### src/rsp_pkg.sv
`timescale 1ns / 1ps
// Shared types, constants and the surface life-cycle function of the surface pool.
// No dependencies; used by every module of the block.
package rsp_pkg;

    // Pool size and derived widths
    localparam int NUM_SURFACES = 16;
    localparam int SIDX_W       = (NUM_SURFACES > 1) ? $clog2(NUM_SURFACES) : 1;
    localparam int WIDE_W       = 7;   // holds any pool index or count up to 64
    localparam int IDX_W        = 4;   // surface_index / grant_index field width
    localparam int MASK_W       = 16;  // ready_mask field width
    localparam int ACT_W        = 2;
    localparam int STAT_W       = 3;
    localparam int S_TDATA_W    = 24;
    localparam int M_TDATA_W    = 16;

    typedef enum logic [ACT_W-1:0] {
        ACT_ALLOCATE  = 2'd0,
        ACT_RENDER    = 2'd1,
        ACT_RELEASE   = 2'd2,
        ACT_DISPLAYED = 2'd3
    } action_t;

    typedef enum logic [STAT_W-1:0] {
        ST_FREE           = 3'd0,
        ST_ALOC           = 3'd1,
        ST_RENDER         = 3'd2,
        ST_RENDER_RELEASE = 3'd3,
        ST_RELEASED       = 3'd4
    } surf_state_t;

    // Write request into the status file
    typedef struct packed {
        logic              we;
        logic [SIDX_W-1:0] addr;
        surf_state_t       data;
    } st_wr_t;

    // One finished result from the sequencer
    typedef struct packed {
        logic             valid;
        logic             granted;
        logic [IDX_W-1:0] grant_index;
        logic             no_free;
        logic             order_error;
        surf_state_t      new_status;
    } result_t;

    typedef struct packed {
        logic        err;
        surf_state_t status;
    } transition_t;

    // Life-cycle step for render, release and displayed
    function automatic transition_t apply_action(action_t act, surf_state_t s);
        transition_t t;
        t.err    = 1'b0;
        t.status = s;
        case (act)
            ACT_RENDER:
            begin
                t.err    = (s != ST_ALOC);
                t.status = ST_RENDER;
            end
            ACT_RELEASE:
            begin
                t.err = !((s == ST_ALOC) || (s == ST_RENDER) || (s == ST_RELEASED));
                if (s == ST_RENDER)
                    t.status = ST_RENDER_RELEASE;
                else if (s != ST_RENDER_RELEASE)
                    t.status = ST_FREE;
            end
            ACT_DISPLAYED:
            begin
                if (s == ST_RENDER_RELEASE)
                    t.status = ST_FREE;
                else if (s == ST_RENDER)
                    t.status = ST_RELEASED;
                else
                    t.err = 1'b1;
            end
            default:
            begin
                t.err    = 1'b0;
                t.status = s;
            end
        endcase
        return t;
    endfunction

endpackage

### src/render_surface_pool.sv
`timescale 1ns / 1ps
// Top level of the surface pool: stream ports, configuration register, output register.
// Depends on rsp_pkg, rsp_status_file and rsp_seq.

// Pool of NUM_SURFACES frame buffers, each free, allocated, rendering,
// render-then-release or released. One request is handled at a time and every
// request yields exactly one result. Render, release and displayed pass from the
// update state into the output register once that register is free. Allocate
// probes one surface per cycle round-robin from the head pointer through the
// single status read port and compare, until a hit or a full pass, waiting while the
// output register is full; the head moves past a granted surface and stays put
// when nothing was granted. s_tready is high only while no request is in progress;
// a finished result waits in the output register without blocking the next request.
// query_status_enable may be written only while the block is idle.
module render_surface_pool (
    input  logic                          clk,
    input  logic                          rst_n,
    // Request stream
    input  logic                          s_tvalid,
    output logic                          s_tready,
    // [3:0] surface_index, [19:4] ready_mask, [23:20] zero
    input  logic [rsp_pkg::S_TDATA_W-1:0] s_tdata,
    // [1:0] action
    input  logic [rsp_pkg::ACT_W-1:0]     s_tuser,
    // Result stream
    output logic                          m_tvalid,
    input  logic                          m_tready,
    // [0] granted, [4:1] grant_index, [5] no_free, [6] order_error,
    // [9:7] new_status, [15:10] zero
    output logic [rsp_pkg::M_TDATA_W-1:0] m_tdata,
    // Configuration write: query_status_enable
    input  logic                          cfg_valid,
    output logic                          cfg_ready,
    input  logic                          cfg_data
);

    logic                       query_en_reg;
    logic                       m_tvalid_reg;
    rsp_pkg::result_t           out_reg;
    logic                       out_free;
    logic [rsp_pkg::SIDX_W-1:0] rd_addr;
    rsp_pkg::surf_state_t       rd_data;
    rsp_pkg::st_wr_t            st_wr;
    rsp_pkg::result_t           res;

    // Configuration register, always writable
    assign cfg_ready = 1'b1;

    always_ff @(posedge clk or negedge rst_n)
    begin
        if (!rst_n)
            query_en_reg <= 1'b1;
        else if (cfg_valid && cfg_ready)
            query_en_reg <= cfg_data;
    end

    rsp_status_file u_status (
        .clk     (clk),
        .rst_n   (rst_n),
        .rd_addr (rd_addr),
        .rd_data (rd_data),
        .wr      (st_wr)
    );

    rsp_seq u_seq (
        .clk           (clk),
        .rst_n         (rst_n),
        .s_tvalid      (s_tvalid),
        .s_tready      (s_tready),
        .action        (s_tuser),
        .surface_index (s_tdata[rsp_pkg::IDX_W-1:0]),
        .ready_mask    (s_tdata[rsp_pkg::IDX_W +: rsp_pkg::MASK_W]),
        .query_en      (query_en_reg),
        .out_free      (out_free),
        .rd_addr       (rd_addr),
        .rd_data       (rd_data),
        .st_wr         (st_wr),
        .res           (res)
    );

    // Output register: empty or being drained this cycle
    assign out_free = !m_tvalid_reg || m_tready;

    always_ff @(posedge clk or negedge rst_n)
    begin
        if (!rst_n)
            m_tvalid_reg <= 1'b0;
        else if (res.valid)
            m_tvalid_reg <= 1'b1;
        else if (m_tready)
            m_tvalid_reg <= 1'b0;
    end

    always_ff @(posedge clk)
    begin
        if (res.valid)
            out_reg <= res;
    end

    assign m_tvalid = m_tvalid_reg;
    assign m_tdata  = {6'b0, out_reg.new_status, out_reg.order_error, out_reg.no_free,
                       out_reg.grant_index, out_reg.granted};

endmodule

### src/rsp_status_file.sv
`timescale 1ns / 1ps
// Per-surface state store: one read address, one write port, cleared to free on reset.
// Depends on rsp_pkg.
module rsp_status_file (
    input  logic                       clk,
    input  logic                       rst_n,
    input  logic [rsp_pkg::SIDX_W-1:0] rd_addr,
    output rsp_pkg::surf_state_t       rd_data,
    input  rsp_pkg::st_wr_t            wr
);

    rsp_pkg::surf_state_t status_reg [rsp_pkg::NUM_SURFACES];

    // Write port; every surface starts free
    always_ff @(posedge clk or negedge rst_n)
    begin
        if (!rst_n)
        begin
            for (int i = 0; i < rsp_pkg::NUM_SURFACES; i++)
                status_reg[i] <= rsp_pkg::ST_FREE;
        end
        else if (wr.we)
        begin
            status_reg[wr.addr] <= wr.data;
        end
    end

    // Single read port
    assign rd_data = status_reg[rd_addr];

endmodule

### src/rsp_seq.sv
`timescale 1ns / 1ps
// Sequencer: takes one request, probes the status file one surface per cycle for
// allocate, applies the life-cycle step otherwise. Depends on rsp_pkg.
module rsp_seq (
    input  logic                       clk,
    input  logic                       rst_n,
    input  logic                       s_tvalid,
    output logic                       s_tready,
    input  logic [rsp_pkg::ACT_W-1:0]  action,
    input  logic [rsp_pkg::IDX_W-1:0]  surface_index,
    input  logic [rsp_pkg::MASK_W-1:0] ready_mask,
    input  logic                       query_en,
    input  logic                       out_free,
    output logic [rsp_pkg::SIDX_W-1:0] rd_addr,
    input  rsp_pkg::surf_state_t       rd_data,
    output rsp_pkg::st_wr_t            st_wr,
    output rsp_pkg::result_t           res
);

    typedef enum logic [2:0] {
        SQ_IDLE   = 3'b001,
        SQ_SCAN   = 3'b010,
        SQ_UPDATE = 3'b100
    } seq_state_t;

    seq_state_t                  state_reg, state_next;
    rsp_pkg::action_t            act_reg, act_next;
    logic [rsp_pkg::IDX_W-1:0]   sidx_reg, sidx_next;
    logic [rsp_pkg::MASK_W-1:0]  mask_reg, mask_next;
    logic [rsp_pkg::SIDX_W-1:0]  pos_reg, pos_next;
    logic [rsp_pkg::SIDX_W-1:0]  cnt_reg, cnt_next;
    logic [rsp_pkg::SIDX_W-1:0]  head_reg, head_next;

    logic                        in_pool;
    logic [rsp_pkg::WIDE_W-1:0]  pos_w;
    logic                        mask_hit;
    logic                        hit;
    logic                        last_probe;
    logic [rsp_pkg::SIDX_W-1:0]  pos_inc;
    rsp_pkg::transition_t        trans;

    assign s_tready = (state_reg == SQ_IDLE);

    // Addressed surface must lie inside the pool
    assign in_pool = rsp_pkg::WIDE_W'(sidx_reg) < rsp_pkg::WIDE_W'(rsp_pkg::NUM_SURFACES);

    // Shared read port: scan pointer while scanning, addressed surface otherwise (0 when outside the pool)
    always_comb
    begin
        if (state_reg == SQ_SCAN)
            rd_addr = pos_reg;
        else if (in_pool)
            rd_addr = rsp_pkg::SIDX_W'(sidx_reg);
        else
            rd_addr = '0;
    end

    // Probe compare: free and ready (surfaces past the mask never ready when querying)
    assign pos_w      = rsp_pkg::WIDE_W'(pos_reg);
    assign mask_hit   = (pos_w < rsp_pkg::WIDE_W'(rsp_pkg::MASK_W)) ?
                        mask_reg[pos_w[rsp_pkg::IDX_W-1:0]] : 1'b0;
    assign hit        = (rd_data == rsp_pkg::ST_FREE) && (!query_en || mask_hit);
    assign last_probe = (cnt_reg == rsp_pkg::SIDX_W'(rsp_pkg::NUM_SURFACES - 1));
    assign pos_inc    = (pos_reg == rsp_pkg::SIDX_W'(rsp_pkg::NUM_SURFACES - 1)) ?
                        '0 : pos_reg + 1'b1;
    assign trans      = rsp_pkg::apply_action(act_reg, rd_data);

    // Next state, status writes and result
    always_comb
    begin
        state_next = state_reg;
        act_next   = act_reg;
        sidx_next  = sidx_reg;
        mask_next  = mask_reg;
        pos_next   = pos_reg;
        cnt_next   = cnt_reg;
        head_next  = head_reg;
        st_wr      = '0;
        res        = '0;

        unique case (state_reg)
            SQ_IDLE:
            begin
                if (s_tvalid)
                begin
                    act_next  = rsp_pkg::action_t'(action);
                    sidx_next = surface_index;
                    mask_next = ready_mask;
                    pos_next  = head_reg;
                    cnt_next  = '0;
                    if (rsp_pkg::action_t'(action) == rsp_pkg::ACT_ALLOCATE)
                        state_next = SQ_SCAN;
                    else
                        state_next = SQ_UPDATE;
                end
            end
            SQ_SCAN:
            begin
                if (hit || last_probe)
                begin
                    if (out_free)
                    begin
                        res.valid = 1'b1;
                        if (hit)
                        begin
                            res.granted     = 1'b1;
                            res.grant_index = rsp_pkg::IDX_W'(pos_reg);
                            res.new_status  = rsp_pkg::ST_ALOC;
                            st_wr.we        = 1'b1;
                            st_wr.addr      = pos_reg;
                            st_wr.data      = rsp_pkg::ST_ALOC;
                            head_next       = pos_inc;
                        end
                        else
                        begin
                            res.no_free    = 1'b1;
                            res.new_status = rsp_pkg::ST_FREE;
                        end
                        state_next = SQ_IDLE;
                    end
                end
                else
                begin
                    pos_next = pos_inc;
                    cnt_next = cnt_reg + 1'b1;
                end
            end
            SQ_UPDATE:
            begin
                if (out_free)
                begin
                    res.valid = 1'b1;
                    if (in_pool)
                    begin
                        res.order_error = trans.err;
                        res.new_status  = trans.status;
                        st_wr.we        = 1'b1;
                        st_wr.addr      = rd_addr;
                        st_wr.data      = trans.status;
                    end
                    else
                    begin
                        res.order_error = 1'b1;
                        res.new_status  = rsp_pkg::ST_FREE;
                    end
                    state_next = SQ_IDLE;
                end
            end
            default:
            begin
                state_next = SQ_IDLE;
            end
        endcase
    end

    // Control registers
    always_ff @(posedge clk or negedge rst_n)
    begin
        if (!rst_n)
        begin
            state_reg <= SQ_IDLE;
            head_reg  <= '0;
            pos_reg   <= '0;
            cnt_reg   <= '0;
        end
        else
        begin
            state_reg <= state_next;
            head_reg  <= head_next;
            pos_reg   <= pos_next;
            cnt_reg   <= cnt_next;
        end
    end

    // Request payload
    always_ff @(posedge clk)
    begin
        act_reg  <= act_next;
        sidx_reg <= sidx_next;
        mask_reg <= mask_next;
    end

    // Status only changes together with a delivered result
    a_write_with_result: assert property (@(posedge clk) disable iff (!rst_n)
        st_wr.we |-> res.valid)
        else $error("status write without a result");

    // Result only issued when the output slot can take it
    a_result_has_room: assert property (@(posedge clk) disable iff (!rst_n)
        res.valid |-> out_free)
        else $error("result issued while output slot full");

    // Scan never probes more than one full pass
    a_scan_bounded: assert property (@(posedge clk) disable iff (!rst_n)
        (state_reg == SQ_SCAN) |->
        (rsp_pkg::WIDE_W'(cnt_reg) < rsp_pkg::WIDE_W'(rsp_pkg::NUM_SURFACES)))
        else $error("scan count beyond pool size");

    // A grant excludes the other outcome flags
    a_grant_exclusive: assert property (@(posedge clk) disable iff (!rst_n)
        res.granted |-> (res.valid && !res.no_free && !res.order_error))
        else $error("grant with no_free or order_error");

    // Head pointer moves only after a grant
    a_head_on_grant: assert property (@(posedge clk) disable iff (!rst_n)
        (head_reg != $past(head_reg)) |-> $past(res.granted))
        else $error("head pointer moved without a grant");

endmodule

### config.mk
export PLATFORM = sky130hd
export DESIGN_NAME = render_surface_pool
export DESIGN_NICKNAME = d
export VERILOG_FILES = /design/src/rsp_pkg.sv /design/src/render_surface_pool.sv /design/src/rsp_status_file.sv /design/src/rsp_seq.sv
export SDC_FILE = /design/constraint.sdc
export NUM_CORES = 1
export LEC_CHECK = 0
export ABC_CLOCK_PERIOD_IN_PS = 4100
export BUFFER_PORTS_ARGS = -buffer_cell sky130_fd_sc_hd__buf_2
export CORE_ASPECT_RATIO = 0.5
export CORE_UTILIZATION = 35
export DETAILED_ROUTE_END_ITERATION = 7
export RECOVER_POWER = 25
export SYNTH_ARGS = -nofsm -noshare
export SYNTH_HDL_FRONTEND = slang
export SYNTH_SLANG_ARGS = --single-unit
### constraint.sdc
create_clock -name clk -period 4.1 [get_ports clk]
set_clock_uncertainty 0.15 [all_clocks]
set_input_delay 0.205 -clock clk [delete_from_list [all_inputs] [get_ports clk]]
set_output_delay 0.205 -clock clk [all_outputs]
set_load 0.02 [all_outputs]
Word level (Yosys, flattened, before mapping)
Index checks and enable logic that the tools add are counted.
{"block": "totals", "output_inout_bits": 19, "elab_cells": 123, "register_bits": 97}
{"block": "op_classes", "n_eq_ne": 17, "n_mux": 47, "addsub": 2, "n_bitwise": 2, "magnitude_cmp": 5, "n_reduce_logical": 20}
{"operator": "$bwmux W48", "n": 1}
{"operator": "$mux W3", "n": 14}
{"operator": "$mux W8", "n": 4}
{"operator": "$mux W4", "n": 6}
{"operator": "$pmux W4 S2", "n": 2}
{"operator": "$pmux W8 S2", "n": 1}
{"operator": "$mux W7", "n": 2}
{"operator": "$bmux W3 S4", "n": 1}
{"operator": "$demux W3 S4", "n": 1}
{"operator": "$pmux W4 S3", "n": 1}
{"operator": "$ge A5 B5 Y1 const B", "n": 2}
{"operator": "$lt A4 B5 Y1 const B", "n": 2}
{"operator": "$not A4 Y5", "n": 2}
{"operator": "$eq A3 B2 Y1 const B", "n": 3}
{"operator": "$mux W1", "n": 9}
{"operator": "$pmux W3 S3", "n": 1}
{"operator": "$add A4 B1 Y4 const B", "n": 2}
{"operator": "$eq A4 B4 Y1 const B", "n": 2}
{"operator": "$eq A3 B1 Y1 const B", "n": 2}
{"operator": "$eq A3 B3 Y1 const B", "n": 2}
{"operator": "$ne A2 B2 Y1 const B", "n": 3}
{"operator": "$pmux W3 S2", "n": 1}
{"operator": "$reduce_and A2 Y1", "n": 3}
{"operator": "$reduce_and A3 Y1", "n": 2}
{"operator": "other kinds (15)", "n": 24}

Depth between registers and ports, before layout
{"block": "depth", "word_depth": 19, "mapped_depth": 15, "ltp_nobuf": 10}

Cells and area by module
A second synthesis with hierarchy kept.
{"block": "hier_totals", "cells_unflattened": 351, "area_unflattened_um2": 4705.8}
{"mod": "rsp_status_file", "n_inst": 1, "area_each_um2": 2269.7, "seq_area_each_um2": 1201.2, "cells_per_inst": 156}
{"mod": "rsp_seq", "n_inst": 1, "area_each_um2": 1996.9, "seq_area_each_um2": 1037.2, "cells_per_inst": 171}
{"mod": "render_surface_pool", "n_inst": 1, "area_each_um2": 439.2, "seq_area_each_um2": 351.6, "cells_per_inst": 24}

Least setup slack after synthesis
Ideal clock, no wire load.
{"block": "synth_path", "kind": "register -> register", "from": "reg u_seq.state_reg[2]", "to": "reg out_reg, in the netlist m_tdata[0], enable pin", "period_less_slack_ps": 3967, "arrival_time_ps": 3422, "required_ps": 3555, "path_stages_with_launch": 11, "n_path_buf": 3, "slack_ps": 133, "cell_sequence": "dfrtp_1 buf_6 or3b_1 buf_6 a21o_1 buf_2 a221oi_1 a2111oi_0 a221oi_2 a41oi_1 o31ai_1"}
{"item": "start: declaration", "line_no": "rsp_seq.sv:26", "source": "seq_state_t state_reg, state_next;"}
{"item": "start signal: assignment", "line_no": "rsp_seq.sv:168", "source": "state_reg <= state_next;"}
{"item": "end signal: assignment", "line_no": "render_surface_pool.sv:97", "source": "out_reg <= res;"}
{"item": "end: declaration", "line_no": "render_surface_pool.sv:39", "source": "rsp_pkg::result_t out_reg;"}

Final worst setup path
{"block": "layout_path", "from": "reg u_seq.state_reg[2]", "to": "reg u_status.status_reg[8] (netlist name)"}
{"block": "layout_via", "elab_chain_cells": 18, "word_cells_on_any_way": 30}
{"item": "$eq A3 B2 Y1", "line_no": "rsp_seq.sv:50, rsp_seq.sv:81"}
{"item": "$mux W4", "line_no": "rsp_seq.sv:50", "source": "if (state_reg == SQ_SCAN)"}
{"item": "$not A4 Y5 (implied by the code)", "line_no": "rsp_status_file.sv:29", "source": "assign rd_data = status_reg[rd_addr];"}
{"item": "$bmux W3 S4", "line_no": "rsp_status_file.sv:29"}
{"item": "$mux W3 (implied by the code) (2 in a row)", "line_no": "rsp_status_file.sv:29"}
{"item": "$logic_not A3 Y1", "line_no": "rsp_seq.sv:62", "source": "assign hit = (rd_data == rsp_pkg::ST_FREE) && (!query_en || mask_hit);"}
{"item": "$logic_and A1 B1 Y1", "line_no": "rsp_seq.sv:62"}
{"item": "$mux W8", "line_no": "rsp_seq.sv:104", "source": "if (hit)"}
{"item": "$mux W8", "line_no": "rsp_seq.sv:101", "source": "if (out_free)"}
{"item": "$mux W8", "line_no": "rsp_seq.sv:99", "source": "if (hit || last_probe)"}
{"item": "$pmux W8 S2 *", "line_no": "rsp_seq.sv:81", "source": "unique case (state_reg)"}
{"item": "$not A4 Y5 (implied by the code)", "line_no": "rsp_status_file.sv:24", "source": "status_reg[wr.addr] <= wr.data;"}
{"item": "$ge A5 B5 Y1 (implied by the code) / $lt A5 B1 Y1 (equally long branches)", "line_no": "rsp_status_file.sv:24"}
{"item": "$logic_and A1 B1 Y1 (implied by the code)", "line_no": "rsp_status_file.sv:24"}
{"item": "$mux W3 (implied by the code)", "line_no": "rsp_status_file.sv:24"}
{"item": "$demux W3 S4", "line_no": "rsp_status_file.sv:24"}
{"item": "$bwmux W48", "line_no": "rsp_status_file.sv:24"}
{"item": "end signal: indexed assignment", "line_no": "rsp_status_file.sv:20", "source": "status_reg[i] <= rsp_pkg::ST_FREE;"}
{"item": "end signal: indexed assignment", "line_no": "rsp_status_file.sv:24"}
{"item": "end: declaration", "line_no": "rsp_status_file.sv:12", "source": "rsp_pkg::surf_state_t status_reg [rsp_pkg::NUM_SURFACES];"}
Every way passes the cells marked *; elsewhere a longest branch is shown, timed or not. The select of a mux whose other input is x is not followed.
A chain may end at the register's enable or synchronous reset.

==> impl_metrics.yaml <==
floorplanning:
  die-area_mm2: 0.0151
  ios: 51
  fp.dieW_um: 173
  start_util_pct: 36.7
  rows: 30
  core_mm2: 0.0139
  fp.dieH_um: 87.3
finish:
  postLayoutCellArea_mm2: 0.00623
  nFillCells: 1283
  final_nets: 548
  drive_above_1_share_pct: 30.6
  largest_register_ffs: 48
  area_delta_synth_final_pct: 22.4
  stdcell_count: 711
  diodes: 0
  final_util_pct: 45.0
synth:
  synthCells: 426
  syn_avg_cell_area_um2: 11.9
  seq_area_frac_synth_pct: 50.9
  syn-cell-area_mm2: 0.00509
  synth_edf_count: 32
  ys_ff_latch: 97
  synthFlopType: "dfrtp_1"
  synthArstFlopShare_pct: 67.0
  yosys_warnings: 0
  ys_types: 66
routing:
  wl_per_cell_um: 17.0
  drtIter0Drc: 258
  drtPass1Iterations: 5
  wirelength_mm: 12.1
  num_vias: 3690
  drc: 0
  drtAntennaViolNets: 0
  avgViaCountPerCell: 5.19
grt:
  grt_pass1_wl_mm: 19.6
  grt_start_max_net_pins: 51
  antenna_found_initial: 0
  overflow: 0
  grt_use_total_pct: 17.0
  first_global_vias: 3647
pwr:
  pwr-share-clk_pct: 31.6
  p_leak_nw: 2.69
  pwr-share-comb_pct: 24.4
  powerDensity_mw_per_mm2: 435
  p_seq_share_pct: 44.1
  p_int_mw: 1.83
  p_sw_uw: 882
  swShare_pct: 32.6
  irDropWorstVdd_v: 0.000208
clocking:
  cts_setup_buffers: 0
  clk_pin_slew_worst_paths_ns: 0.07
  cts_sinks: 97
  clock_path_buffers: 2
  clk_latency_ns: 0.35
  tritoncts: "done"
  h-tree-depth: 3
  numCtsBuffers: 9
  cts-root-buf: "clkbuf_16"
timing:
  fin_crit_sh_pct: 93.7
  rsz0062_at_grt: "no"
  hold_viol_final: 0
  setup_viol: 0
  whs_ns: 0.101
  relSlewSlack_pct: 17.0
  layout_min_cycle_time_ns: 3.84
  drv_slew: 0
  max_freq_ghz: 0.260
  worst_pin_slew_ns: 1.25
hold_path:
  worstHoldPathType: "in2reg"
place:
  dpl_cell_area_mm2: 0.00569
  hpwl_mm: 8.57
  place_congestion: 0.925
  numPlacedInstances: 670
  portBuffers: 39
critical_path:
  critPathMaxFanout: 8
  endpoint_kind: "flip-flop"
  critPathKind: "reg2reg"
  path_cells: "buf_4, and4bb_2, a21o_1, mux2i_1, a2111oi_0, buf_4, a221oi_2, buf_4, nand4_4, buf_4, nor2_1, a2bb2oi_1, mux2_2"
  worstPathArrival_ns: 3.92
  cpMostUsedCell: "buf_4"
  cp.required_ns: 4.18
  cp_slowest_cell: "a2111oi_0"
  start_kind: "flip-flop"
  slowest_delay_ns: 0.56
run:
  drv_cap: 0
outcome:
  status: "complete, no violations"
-- cell usage after synthesis, types with 3 or more instances --
library cell / number / area (µm²)
o21ai_0: 19 / 95.1
nor2b_1: 6 / 37.5
a21oi_1: 20 / 100
nor3b_1: 3 / 22.5
mux2_1: 3 / 33.8
buf_4: 9 / 67.6
a221oi_1: 4 / 35.0
mux2_2: 51 / 574
clkbuf_1: 12 / 45.0
mux2i_1: 16 / 160
mux4_2: 11 / 248
and2_1: 6 / 37.5
nor3_1: 7 / 35.0
o21a_1: 3 / 22.5
buf_6: 4 / 45.0
buf_2: 4 / 20.0
dfrtp_1: 63 / 1580
nor2_1: 29 / 109
nand3_1: 4 / 20.0
edfxtp_1: 32 / 961
a31oi_1: 5 / 31.3
and3_1: 7 / 43.8
nand2b_1: 7 / 43.8
a2bb2oi_1: 3 / 26.3
a21o_1: 3 / 22.5
nand2_1: 40 / 150
-- layout make-up --
cell class	count	area [µm²]	area share (%)
multi-input cells	302	2340	37.6
inverters	2	7.51	0.121
clock inverters	7	76.3	1.23
well taps	192	240	3.86
clock buffers	9	225	3.62
repair buffers	102	748	12.0
flip-flops and latches	97	2590	41.6
-- path summary, 6_finish.rpt --
| check | start | to | slack (ns) | cells after the start |
|---|---|---|---|---|
| min in group asynchronous | rst_n | u_seq.pos_reg[0]$_DFFE_PN0P_ | 0.38 | 2 |
| max reg2reg | u_seq.state_reg[2]$_DFFE_PN0P_ | u_status.status_reg[8]$_DFFE_PN0P_ | 0.26 | 13 |
| min reg2reg | u_status.status_reg[30]$_DFFE_PN0P_ | u_status.status_reg[30]$_DFFE_PN0P_ | 0.35 | 1 |
| max in group asynchronous | rst_n | u_status.status_reg[8]$_DFFE_PN0P_ | 1.66 | 3 |
| max | u_seq.state_reg[2]$_DFFE_PN0P_ | u_status.status_reg[8]$_DFFE_PN0P_ | 0.26 | 13 |
| min | m_tready | m_tvalid$_DFFE_PN0P_ | 0.10 | 3 |
-- timing repair --
action / in CTS / in global routing
hold buffers: 25 / 0
gates cloned: 0 / 0
setup endpoints to repair: 16 / 31
gates resized for setup: 1 / 2
hold endpoints to repair: 38 / 0
-- layer usage --
| metal | routed length (µm) | vias to the layer above | track usage [%] |
|---|---|---|---|
| met5 | 0 | - | 0 |
| met4 | 165 | 0 | 5.68 |
| met3 | 637 | 12 | 3.18 |
| met2 | 5040 | 132 | 25.9 |
| met1 | 6240 | 1797 | 24.5 |
| li1 | - | 1749 | - |
-- critical path, delay by kind of cell (launching register included) --
| kind | cells | cell delay [ns] |
|---|---|---|
| compound gates | 4 | 1.34 |
| buf+inv | 4 | 0.71 |
| simple gates | 3 | 0.58 |
| mux | 2 | 0.55 |
| flops | 1 | 0.39 |
-- cell families after synthesis --
kind of cell / share of synthesized area [%]
other cells: 0.148
fa+ha+maj: 0.492
mux: 20.4
compound gates: 11.3
flops: 50.9
simple gates: 12.4
buf+inv: 3.71
xor+xnor: 0.689
-- layout by cell type, fill, tap and decap left out, types with 3 or more instances in the layout --
cell / n
and3_1: 7
a21oi_1: 20
mux2i_1: 16
buf_12: 3
a21o_1: 3
mux2_2: 51
o21ai_0: 19
mux2_1: 3
nor3_1: 7
buf_4: 34
clkbuf_16: 9
dfrtp_1: 63
a221oi_1: 4
dlygate4sd3_1: 25
buf_2: 25
o21a_1: 3
nor3b_1: 3
inv_6: 3
nand3_1: 4
a2bb2oi_1: 3
nor2_1: 28
inv_8: 3
clkbuf_1: 14
nand2_1: 40
edfxtp_1: 32
nand2b_1: 7
conb_1: 7
mux4_2: 11
a31oi_1: 5
nor2b_1: 6
and2_1: 6
-- stage by stage --
step | setup WS [ns] | power (mW) | setup TNS, ns
floorplan | 0.133 | 1.63 | 0
global placement | -0.0993 | 1.84 | -1.53
detailed placement | -0.0309 | 1.85 | -0.376
CTS | 0.193 | 2.72 | 0
global route | 0.129 | 2.84 | 0
finish | 0.258 | 2.71 | 0
-- power groups by stage --
stage	clock network, mW	registers, mW	logic, mW
after floorplan	0	1.17	0.454
after detailed placement	0	1.21	0.636
after global routing	0.906	1.21	0.721
after global placement	0	1.21	0.631
after CTS	0.871	1.19	0.658
final	0.856	1.19	0.660
Note: power is estimated with default switching activity, not from simulation.
